**src/rtl/can_register_node_handler_macros.svh**
```systemverilog
// ============================================================================
// CAN register node handler assertion macros
// Shared concurrent assertion forms used by the RTL of the node handler.
// ============================================================================
`ifndef CAN_REGISTER_NODE_HANDLER_MACROS_SVH
`define CAN_REGISTER_NODE_HANDLER_MACROS_SVH

// The consequent must hold in the same cycle as the antecedent.
`define CNH_ASSERT_SAME(label, clk, rst_n, ante, cons) \
    label: assert property (@(posedge clk) disable iff (!rst_n) (ante) |-> (cons)) \
        else $error("node handler check failed");

// The consequent must hold in the cycle after the antecedent.
`define CNH_ASSERT_NEXT(label, clk, rst_n, ante, cons) \
    label: assert property (@(posedge clk) disable iff (!rst_n) (ante) |=> (cons)) \
        else $error("node handler check failed");

`endif

```
**src/rtl/cnh_pkg.sv**
```systemverilog
// ============================================================================
// CAN register node handler package
// Widths, protocol constants, register indexes and shared types.
// ============================================================================
package cnh_pkg;

    localparam int ID_W      = 29;
    localparam int REG_W     = 11;
    localparam int NODE_W    = 16;
    localparam int LEN_W     = 4;
    localparam int DATA_W    = 64;
    localparam int STATUS_W  = 2;
    localparam int CFG_IDX_W = 2;
    localparam int CFG_W     = 16;

    localparam int ID_NODE_LSB = 11;
    localparam int ID_NODE_MSB = 26;
    localparam int ID_ACK_BIT  = 27;
    localparam int ID_PRIO_BIT = 28;

    localparam logic [NODE_W-1:0] BCAST_NODE    = 16'hFFFF;
    localparam logic [REG_W-1:0]  REG_DEVICE_ID = 11'h000;
    localparam logic [7:0]        PROTO_VERSION = 8'h08;
    localparam logic [LEN_W-1:0]  REPLY_LEN     = 4'd8;
    localparam logic [LEN_W-1:0]  ACK_LEN       = 4'd0;
    localparam logic [LEN_W-1:0]  MIN_WRITE_LEN = 4'd2;

    localparam logic [STATUS_W-1:0] STATUS_OK        = 2'd0;
    localparam logic [STATUS_W-1:0] STATUS_MISMATCH  = 2'd1;
    localparam logic [STATUS_W-1:0] STATUS_SHORT     = 2'd2;
    localparam logic [STATUS_W-1:0] STATUS_BCAST_REF = 2'd3;

    localparam logic [CFG_IDX_W-1:0] CFG_INITIAL_ADDRESS  = 2'd0;
    localparam logic [CFG_IDX_W-1:0] CFG_DEVICE_TYPE      = 2'd1;
    localparam logic [CFG_IDX_W-1:0] CFG_UPGRADE_CAPS     = 2'd2;
    localparam logic [CFG_IDX_W-1:0] CFG_FIRMWARE_VERSION = 2'd3;

    typedef struct packed {
        logic [ID_W-1:0]   frame_id;
        logic              remote_request;
        logic [LEN_W-1:0]  payload_len;
        logic [DATA_W-1:0] payload;
    } cnh_frame_t;

    typedef struct packed {
        logic [STATUS_W-1:0] status;
        logic                to_application;
        logic [REG_W-1:0]    op_register;
        logic                op_priority;
        logic                op_ack;
        logic                op_broadcast;
        logic                op_remote;
        logic                send_valid;
        logic [ID_W-1:0]     send_id;
        logic [LEN_W-1:0]    out_len;
        logic [DATA_W-1:0]   out_payload;
    } cnh_result_t;

    typedef struct packed {
        logic [NODE_W-1:0] node_address;
        logic [7:0]        device_type;
        logic [7:0]        upgrade_caps;
        logic [15:0]       firmware_version;
    } cnh_cfg_t;

    typedef struct packed {
        logic              load;
        logic [NODE_W-1:0] addr;
    } cnh_addr_upd_t;

endpackage

```
**src/rtl/cnh_ifs.sv**
```systemverilog
// ============================================================================
// CAN register node handler channels
// Valid/ready channels for received frames and handler results.
// ============================================================================
interface cnh_frame_if;
    import cnh_pkg::*;

    logic              valid;
    logic              ready;
    logic [ID_W-1:0]   frame_id;
    logic              remote_request;
    logic [LEN_W-1:0]  payload_len;
    logic [DATA_W-1:0] payload;

    modport source (output valid, frame_id, remote_request, payload_len, payload,
                    input ready);
    modport sink   (input valid, frame_id, remote_request, payload_len, payload,
                    output ready);
endinterface

interface cnh_result_if;
    import cnh_pkg::*;

    logic                valid;
    logic                ready;
    logic [STATUS_W-1:0] status;
    logic                to_application;
    logic [REG_W-1:0]    op_register;
    logic                op_priority;
    logic                op_ack;
    logic                op_broadcast;
    logic                op_remote;
    logic                send_valid;
    logic [ID_W-1:0]     send_id;
    logic [LEN_W-1:0]    out_len;
    logic [DATA_W-1:0]   out_payload;

    modport source (output valid, status, to_application, op_register, op_priority,
                    op_ack, op_broadcast, op_remote, send_valid, send_id, out_len,
                    out_payload,
                    input ready);
    modport sink   (input valid, status, to_application, op_register, op_priority,
                    op_ack, op_broadcast, op_remote, send_valid, send_id, out_len,
                    out_payload,
                    output ready);
endinterface

```
**src/rtl/can_register_node_handler.sv**
```systemverilog
// ============================================================================
// CAN register node handler
// Handles register 0 of a node's CAN register protocol and forwards the rest.
// ============================================================================
// Received 29-bit extended frames enter on the frame channel, one word per
// frame. Each frame gives exactly one result word on the result channel:
// a status, the decoded identifier fields, and either a frame to transmit
// (device id reply or address acknowledge) or the frame forwarded to the
// application.
// A frame is held in an input register, evaluated by flat logic against the
// live node address, and captured in the result register. One frame per
// cycle is sustained while the receiver keeps result.ready high; the node
// address update of a frame is seen by the next one.
// Configuration is written via cfg_write, cfg_index and cfg_data by the user,
// only while no frame is in flight (the block does not enforce it); a write to
// the initial address also loads the live node address unless it is broadcast.
// Reset clears all configuration, the node address and both valid flags.
// When the receiver stalls the result register holds its word, the input
// register fills, and frame.ready drops until the result is taken.
// ============================================================================
`include "can_register_node_handler_macros.svh"

module can_register_node_handler (
    input  logic                          clk,
    input  logic                          rst_n,
    cnh_frame_if.sink                     frame,
    cnh_result_if.source                  result,
    input  logic                          cfg_write,
    input  logic [cnh_pkg::CFG_IDX_W-1:0] cfg_index,
    input  logic [cnh_pkg::CFG_W-1:0]     cfg_data
);
    import cnh_pkg::*;

    logic          s1_valid_reg;
    logic          s1_valid_next;
    cnh_frame_t    s1_frame_reg;
    logic          out_valid_reg;
    logic          out_valid_next;
    cnh_result_t   result_reg;
    logic          advance;
    logic          take_frame;
    cnh_cfg_t      cfg;
    cnh_result_t   eval_res;
    cnh_addr_upd_t eval_upd;
    cnh_addr_upd_t addr_upd;
    logic          out_mismatch;
    logic          out_sends;
    logic          out_fwd;
    logic          out_blocked;
    logic          upd_only;

    assign advance     = s1_valid_reg && (!out_valid_reg || result.ready);
    assign frame.ready = !s1_valid_reg || advance;
    assign take_frame  = frame.valid && frame.ready;

    assign addr_upd.load = eval_upd.load && advance;
    assign addr_upd.addr = eval_upd.addr;

    cnh_cfg_regs u_cfg (
        .clk       (clk),
        .rst_n     (rst_n),
        .cfg_write (cfg_write),
        .cfg_index (cfg_index),
        .cfg_data  (cfg_data),
        .addr_upd  (addr_upd),
        .cfg       (cfg)
    );

    cnh_eval u_eval (
        .frame (s1_frame_reg),
        .cfg   (cfg),
        .res   (eval_res),
        .upd   (eval_upd)
    );

    always_comb
    begin
        s1_valid_next = s1_valid_reg;
        if (frame.ready)
        begin
            s1_valid_next = frame.valid;
        end
        out_valid_next = out_valid_reg;
        if (advance)
        begin
            out_valid_next = 1'b1;
        end
        else if (result.ready)
        begin
            out_valid_next = 1'b0;
        end
    end

    always_ff @(posedge clk or negedge rst_n)
    begin
        if (!rst_n)
        begin
            s1_valid_reg  <= 1'b0;
            out_valid_reg <= 1'b0;
        end
        else
        begin
            s1_valid_reg  <= s1_valid_next;
            out_valid_reg <= out_valid_next;
        end
    end

    always_ff @(posedge clk)
    begin
        if (take_frame)
        begin
            s1_frame_reg.frame_id       <= frame.frame_id;
            s1_frame_reg.remote_request <= frame.remote_request;
            s1_frame_reg.payload_len    <= frame.payload_len;
            s1_frame_reg.payload        <= frame.payload;
        end
        if (advance)
        begin
            result_reg <= eval_res;
        end
    end

    assign result.valid          = out_valid_reg;
    assign result.status         = result_reg.status;
    assign result.to_application = result_reg.to_application;
    assign result.op_register    = result_reg.op_register;
    assign result.op_priority    = result_reg.op_priority;
    assign result.op_ack         = result_reg.op_ack;
    assign result.op_broadcast   = result_reg.op_broadcast;
    assign result.op_remote      = result_reg.op_remote;
    assign result.send_valid     = result_reg.send_valid;
    assign result.send_id        = result_reg.send_id;
    assign result.out_len        = result_reg.out_len;
    assign result.out_payload    = result_reg.out_payload;

    assign out_mismatch = out_valid_reg && (result_reg.status == STATUS_MISMATCH);
    assign out_sends    = result_reg.send_valid;
    assign out_fwd      = result_reg.to_application;
    assign out_blocked  = out_valid_reg && !result.ready;
    assign upd_only     = addr_upd.load && !cfg_write;

    `CNH_ASSERT_SAME(a_mismatch_quiet, clk, rst_n, out_mismatch, !out_sends && !out_fwd)
    `CNH_ASSERT_SAME(a_send_or_forward, clk, rst_n, out_valid_reg, !(out_sends && out_fwd))
    `CNH_ASSERT_NEXT(a_addr_loaded, clk, rst_n, upd_only, cfg.node_address == $past(addr_upd.addr))
    `CNH_ASSERT_SAME(a_full_stall, clk, rst_n, s1_valid_reg && out_blocked, !frame.ready)

endmodule

```
**src/rtl/cnh_cfg_regs.sv**
```systemverilog
// ============================================================================
// CAN register node handler configuration
// Holds the configuration registers and the live node address.
// ============================================================================
module cnh_cfg_regs (
    input  logic                          clk,
    input  logic                          rst_n,
    input  logic                          cfg_write,
    input  logic [cnh_pkg::CFG_IDX_W-1:0] cfg_index,
    input  logic [cnh_pkg::CFG_W-1:0]     cfg_data,
    input  cnh_pkg::cnh_addr_upd_t        addr_upd,
    output cnh_pkg::cnh_cfg_t             cfg
);
    import cnh_pkg::*;

    logic [NODE_W-1:0] node_address_reg;
    logic [7:0]        device_type_reg;
    logic [7:0]        upgrade_caps_reg;
    logic [15:0]       firmware_version_reg;

    always_ff @(posedge clk or negedge rst_n)
    begin
        if (!rst_n)
        begin
            node_address_reg     <= '0;
            device_type_reg      <= '0;
            upgrade_caps_reg     <= '0;
            firmware_version_reg <= '0;
        end
        else if (cfg_write)
        begin
            case (cfg_index)
                CFG_INITIAL_ADDRESS:
                begin
                    // The broadcast value never becomes the live address.
                    if (cfg_data != BCAST_NODE)
                    begin
                        node_address_reg <= cfg_data;
                    end
                end
                CFG_DEVICE_TYPE:      device_type_reg      <= cfg_data[7:0];
                CFG_UPGRADE_CAPS:     upgrade_caps_reg     <= cfg_data[7:0];
                CFG_FIRMWARE_VERSION: firmware_version_reg <= cfg_data;
                default:              ;
            endcase
        end
        else if (addr_upd.load)
        begin
            node_address_reg <= addr_upd.addr;
        end
    end

    assign cfg.node_address     = node_address_reg;
    assign cfg.device_type      = device_type_reg;
    assign cfg.upgrade_caps     = upgrade_caps_reg;
    assign cfg.firmware_version = firmware_version_reg;

endmodule

```
**src/rtl/cnh_eval.sv**
```systemverilog
// ============================================================================
// CAN register node handler frame evaluation
// Decodes one frame and forms its result and any node address change.
// ============================================================================
module cnh_eval (
    input  cnh_pkg::cnh_frame_t    frame,
    input  cnh_pkg::cnh_cfg_t      cfg,
    output cnh_pkg::cnh_result_t   res,
    output cnh_pkg::cnh_addr_upd_t upd
);
    import cnh_pkg::*;

    logic [NODE_W-1:0] node_id;
    logic [REG_W-1:0]  reg_num;
    logic              ack;
    logic              prio;
    logic              bcast;
    logic [NODE_W-1:0] new_addr;

    assign node_id  = frame.frame_id[ID_NODE_MSB:ID_NODE_LSB];
    assign reg_num  = frame.frame_id[REG_W-1:0];
    assign ack      = frame.frame_id[ID_ACK_BIT];
    assign prio     = frame.frame_id[ID_PRIO_BIT];
    assign bcast    = (node_id == BCAST_NODE);
    assign new_addr = frame.payload[DATA_W-1:DATA_W-NODE_W];

    always_comb
    begin
        res = '0;
        upd = '0;
        res.op_register  = reg_num;
        res.op_priority  = prio;
        res.op_ack       = ack;
        res.op_broadcast = bcast;
        res.op_remote    = frame.remote_request;

        if ((node_id != cfg.node_address) && !bcast)
        begin
            res.status = STATUS_MISMATCH;
        end
        else if (reg_num != REG_DEVICE_ID)
        begin
            res.to_application = 1'b1;
            res.out_len        = frame.payload_len;
            res.out_payload    = frame.payload;
        end
        else if (ack)
        begin
            res.status = STATUS_OK;
        end
        else if (bcast || frame.remote_request)
        begin
            res.send_valid  = 1'b1;
            res.send_id     = {1'b0, 1'b0, cfg.node_address, REG_DEVICE_ID};
            res.out_len     = REPLY_LEN;
            res.out_payload = {cfg.node_address, PROTO_VERSION, cfg.device_type,
                               cfg.upgrade_caps, cfg.firmware_version, 8'h00};
        end
        else if (frame.payload_len < MIN_WRITE_LEN)
        begin
            res.status = STATUS_SHORT;
        end
        else if (new_addr == BCAST_NODE)
        begin
            res.status = STATUS_BCAST_REF;
        end
        else
        begin
            upd.load       = 1'b1;
            upd.addr       = new_addr;
            res.send_valid = 1'b1;
            res.send_id    = {prio, 1'b1, new_addr, reg_num};
            res.out_len    = ACK_LEN;
        end
    end

endmodule

```
**src/flat_wrapper.sv**
```systemverilog
// flat-port wrapper written by rule: the top's interface ports become plain ports
module can_register_node_handler_flat import cnh_pkg::*;
  (clk, rst_n, cfg_write, cfg_index, cfg_data, frame_valid, frame_frame_id, frame_remote_request, frame_payload_len, frame_payload, frame_ready, result_valid, result_status, result_to_application, result_op_register, result_op_priority, result_op_ack, result_op_broadcast, result_op_remote, result_send_valid, result_send_id, result_out_len, result_out_payload, result_ready);
  cnh_frame_if frame_i ();
  cnh_result_if result_i ();
  input  logic clk;
  input  logic rst_n;
  input  logic cfg_write;
  input  logic [cnh_pkg::CFG_IDX_W-1:0] cfg_index;
  input  logic [cnh_pkg::CFG_W-1:0] cfg_data;
  input wire logic [$bits(frame_i.valid)-1:0] frame_valid;
  input wire logic [$bits(frame_i.frame_id)-1:0] frame_frame_id;
  input wire logic [$bits(frame_i.remote_request)-1:0] frame_remote_request;
  input wire logic [$bits(frame_i.payload_len)-1:0] frame_payload_len;
  input wire logic [$bits(frame_i.payload)-1:0] frame_payload;
  output wire logic [$bits(frame_i.ready)-1:0] frame_ready;
  output wire logic [$bits(result_i.valid)-1:0] result_valid;
  output wire logic [$bits(result_i.status)-1:0] result_status;
  output wire logic [$bits(result_i.to_application)-1:0] result_to_application;
  output wire logic [$bits(result_i.op_register)-1:0] result_op_register;
  output wire logic [$bits(result_i.op_priority)-1:0] result_op_priority;
  output wire logic [$bits(result_i.op_ack)-1:0] result_op_ack;
  output wire logic [$bits(result_i.op_broadcast)-1:0] result_op_broadcast;
  output wire logic [$bits(result_i.op_remote)-1:0] result_op_remote;
  output wire logic [$bits(result_i.send_valid)-1:0] result_send_valid;
  output wire logic [$bits(result_i.send_id)-1:0] result_send_id;
  output wire logic [$bits(result_i.out_len)-1:0] result_out_len;
  output wire logic [$bits(result_i.out_payload)-1:0] result_out_payload;
  input wire logic [$bits(result_i.ready)-1:0] result_ready;
  assign frame_i.valid = frame_valid;
  assign frame_i.frame_id = frame_frame_id;
  assign frame_i.remote_request = frame_remote_request;
  assign frame_i.payload_len = frame_payload_len;
  assign frame_i.payload = frame_payload;
  assign frame_ready = frame_i.ready;
  assign result_valid = result_i.valid;
  assign result_status = result_i.status;
  assign result_to_application = result_i.to_application;
  assign result_op_register = result_i.op_register;
  assign result_op_priority = result_i.op_priority;
  assign result_op_ack = result_i.op_ack;
  assign result_op_broadcast = result_i.op_broadcast;
  assign result_op_remote = result_i.op_remote;
  assign result_send_valid = result_i.send_valid;
  assign result_send_id = result_i.send_id;
  assign result_out_len = result_i.out_len;
  assign result_out_payload = result_i.out_payload;
  assign result_i.ready = result_ready;
  can_register_node_handler u_core (.clk(clk), .rst_n(rst_n), .frame(frame_i), .result(result_i), .cfg_write(cfg_write), .cfg_index(cfg_index), .cfg_data(cfg_data));
endmodule
```
**config.mk**
```make
export PLATFORM = sky130hd
export DESIGN_NAME = can_register_node_handler_flat
export DESIGN_NICKNAME = d
export VERILOG_FILES = /design/src/rtl/cnh_pkg.sv /design/src/rtl/cnh_ifs.sv /design/src/rtl/can_register_node_handler.sv /design/src/rtl/cnh_cfg_regs.sv /design/src/rtl/cnh_eval.sv /design/src/flat_wrapper.sv
export VERILOG_INCLUDE_DIRS = /design/src /design/src/rtl
export SDC_FILE = /design/constraint.sdc
export NUM_CORES = 1
export LEC_CHECK = 0
export ABC_AREA = 1
export BUFFER_PORTS_ARGS = -buffer_cell sky130_fd_sc_hd__buf_2
export CORE_MARGIN = 4
export CORE_UTILIZATION = 54
export DETAILED_ROUTE_END_ITERATION = 10
export MAX_ROUTING_LAYER = met4
export PLACE_DENSITY = 0.82
export SLEW_MARGIN = 5
export SYNTH_ARGS = -nofsm -noshare
export SYNTH_HDL_FRONTEND = slang
export SYNTH_SLANG_ARGS = --single-unit
```
**constraint.sdc**
```tcl
create_clock -name clk -period 4.2 [get_ports clk]
set_clock_uncertainty 0.2 [all_clocks]
set_input_delay 0.21 -clock clk [delete_from_list [all_inputs] [get_ports clk]]
set_output_delay 0.21 -clock clk [all_outputs]
set_load 0.02 [all_outputs]
```
==> results by group <==
Status
  • Status: completed

Synth
  • Synth cell types: 28
  • Yosys Warn Count: 0
  • Syn Area/Cell: 11.4 um^2
  • Cell area after synthesis: between 0.01 and 0.015 mm^2
  • Synth Instances: 922
  • FF+latch count, synth: between 200 and 300
  • Register area share after synthesis: 0.731

Drt
  • DRC: 0
  • First drt pass iteration count: 5
  • WL/cell: roughly 18 um
  • Iteration-0 DRC count of the detailed router: 751
  • DRT Wirelength: 28100 um
  • Via density: ~5.2
  • Via Count: slightly above 8k
  • Final ANT Viol Nets: 0

Final layout
  • Core Util, Final: 0.746
  • Area growth, synth to finish: 34.2%
  • Layout cell share with drive strength beyond 1: 0.231
  • Multi-input logic area: 0.00215 mm^2
  • Layout Cells excl Fill: 1577
  • Largest register FFs: 98
  • Sequential cell area: 0.00768 mm^2
  • # nets final: 1417
  • Final instance area: approximately 0.014 mm^2
  • Fillers: 1244
  • Commonest non-fill, non-tap cells in the layout: buf_2 (237), edfxtp_1 (214), nand2_1 (204)
  • Most common cell after layout, fill and taps aside: buf_2

Clock tree
  • CTS max path bufs: 3
  • Clock sinks: ~260
  • Resized Gates After CTS: 0
  • Clock Tree Root: clkbuf_16
  • H-Tree Depth: 1
  • Worst-path clk slew: ~60 ps
  • CTS Buf Count: 27
  • TritonCTS clock tree: built
  • Skew-Pair Late Insertion Delay: 520 ps

STA
  • RSZ-0062 raised after global routing: no
  • Min Tclk post-route: 3070 ps
  • Max Slew Vio Count: 0
  • Tcrit/Tclk final: 0.730
  • Final setup fails: 0
  • Fin. Hold Viols: 0
  • Slew HR: 0.262
  • Fmax: 0.326 GHz
  • TNS Setup: 0 ps
  • Worst-Margin Slew: roughly 1100 ps

Power
  • Flop pwr share: 0.508
  • LEAKAGE: 6.68 nW
  • Peak supply drop: 0.329 mV
  • Comb pwr share: 0.118
  • Switching share of power: 0.248
  • P per Cell Area: 461 mW/mm^2
  • Int Power: slightly below 5 mW
  • Clock share of power: 0.373
  • Psw: between 1.5 and 2 mW

Floorplanning
  • Core Area: around 0.019 mm^2
  • Die Y: 147 um
  • Full die area: roughly 0.022 mm^2
  • Die width: 147 um
  • Num ports: 239
  • Std cell rows: 50
  • Initial Utilization: 0.556

Worst setup path
  • Worst Setup Start Kind: flop
  • Worst-path fanout max: 26
  • Critical Path End Type: flop
  • Required @ worst endpoint: 4380 ps
  • Worst EP arrival: 3250 ps
  • CP Class: flop to flop

Placement
  • Placed instance area: 0.0120 mm^2
  • Routability cong.: 0.909
  • Placed Cells: about 1.4k
  • Port Buffers: 238
  • Dpl hpwl: 17500 um

Flow run
  • Max cap viols: 0

Global routing
  • Largest net degree at the start of global routing: 85
  • GR Overflow Total: 0
  • Vias in the first global route: 8290
  • First-pass GRT wire length: 43100 um
  • Total Routing Usage GR: 0.259
  • Initial antenna violation count: 1

Worst hold path
  • Worst min-delay path class: input pin to async pin
## cells by family (layout without fill, tap and decap cells)
| group | after synthesis | in the layout | synth area share |
|---|---|---|---|
| XOR/XNOR | 3 | 3 | 0.00250 |
| buffers and inverters | 182 | 566 | 0.0684 |
| AO/OA/AOI/OAI | 92 | 92 | 0.0444 |
| flip-flops | 264 | 264 | 0.731 |
| other | 1 | 12 | 0.000357 |
| AND/OR/NAND/NOR | 380 | 380 | 0.153 |
## worst max-delay path: stages, from the launching register on
cell,delay (ps)
dfrtp_1,460
inv_1,80
nand2_1,80
nand2_1,70
nor2_1,120
nand2_1,90
nor2_1,110
nand2_1,70
nand2_2,350
nand2_2,150
nor2_4,550
buf_4,390
nand2_1,90
nand2_1,100
## final cells by class
cell class	instances	share of cell area
multi-input cells	486	0.152
repair buffers	368	0.176
well taps	260	0.0231
flip-flops and latches	264	0.545
diodes	1	0.000178
clock buffers	33	0.0510
clock inverters	16	0.0128
inverters	149	0.0401
## power by group through the flow
stage          Combinational, mW  Sequential [mW]  Clock, mW
6_report                   0.767             3.30       2.42
2_1_floorplan              0.235             3.47          0
3_5_place_dp               0.667             3.34          0
5_1_grt                    0.831             3.32       2.58
4_1_cts                    0.762             3.29       2.43
3_3_place_gp               0.647             3.33          0
## per-layer routing
| layer | routed length (um) | vias up | share of wire | track usage |
|---|---|---|---|---|
| met1 | 10200 | 3818 | 0.36 | 0.307 |
| met3 | 1950 | 111 | 0.069 | 0.0349 |
| met5 | 0 | - | 0 | - |
| li1 | - | 3768 | - | - |
| met2 | 14600 | 435 | 0.52 | 0.448 |
| met4 | 1390 | 0 | 0.049 | 0.113 |
## final timing paths
check	start	end	slack [ps]	cells past startpoint
max	u_core.u_cfg.node_address_reg[14]	u_core.result.out_payload[8]	1130	13
max in group asynchronous	rst_n	u_core.u_cfg.node_address_reg[0]	3240	2
min reg2reg	u_core.s1_frame_reg[71]	u_core.result.op_register[2]	250	0
min in group clk	cfg_index[0]	u_core.u_cfg.device_type_reg[3]	170	4
min	rst_n	u_core.u_cfg.upgrade_caps_reg[0]	70	2
max reg2reg	u_core.u_cfg.node_address_reg[14]	u_core.result.out_payload[8]	1130	13
## stage by stage
| stage | hold slack [ps] | worst slack, ps | total power, mW |
|---|---|---|---|
| after floorplan | -286 | 635 | 3.71 |
| after global placement | 187 | 1390 | 3.97 |
| after detailed placement | 188 | 1250 | 4.00 |
| after CTS | 124 | 1220 | 6.48 |
| after global routing | 143 | 924 | 6.72 |
| final | 65.5 | 1130 | 6.49 |
## synthesized netlist by cell type
cell,count,area (um^2)
a21oi_1,40,200
o21ai_1,9,45.0
nand2_4,1,11.3
nand3b_1,2,15.0
nand4_1,19,119
nor2_1,91,342
edfxtp_1,214,6430
nand2_2,2,12.5
o21ai_0,42,210
o21bai_2,1,11.3
conb_1,1,3.75
inv_2,7,26.3
inv_1,140,526
nor2_4,2,22.5
buf_1,1,3.75
nand2_1,205,769
nand3_1,35,175
nor2_2,1,6.26
nand4_4,1,21.3
nor3_1,16,80.1
xor2_1,3,26.3
clkinv_1,2,7.51
nand3_2,1,10.0
dfrtp_1,50,1250
buf_6,2,22.5
nor4_1,4,25.0
clkbuf_1,14,52.6
buf_2,16,80.1
## repair_timing
item	in CTS	in global routing
buffers inserted	0	0
hold buffers	122	0
endpoints found under the hold margin	198	0
endpoints found under the setup margin	0	0
Note: power is estimated with default switching activity, not from simulation.
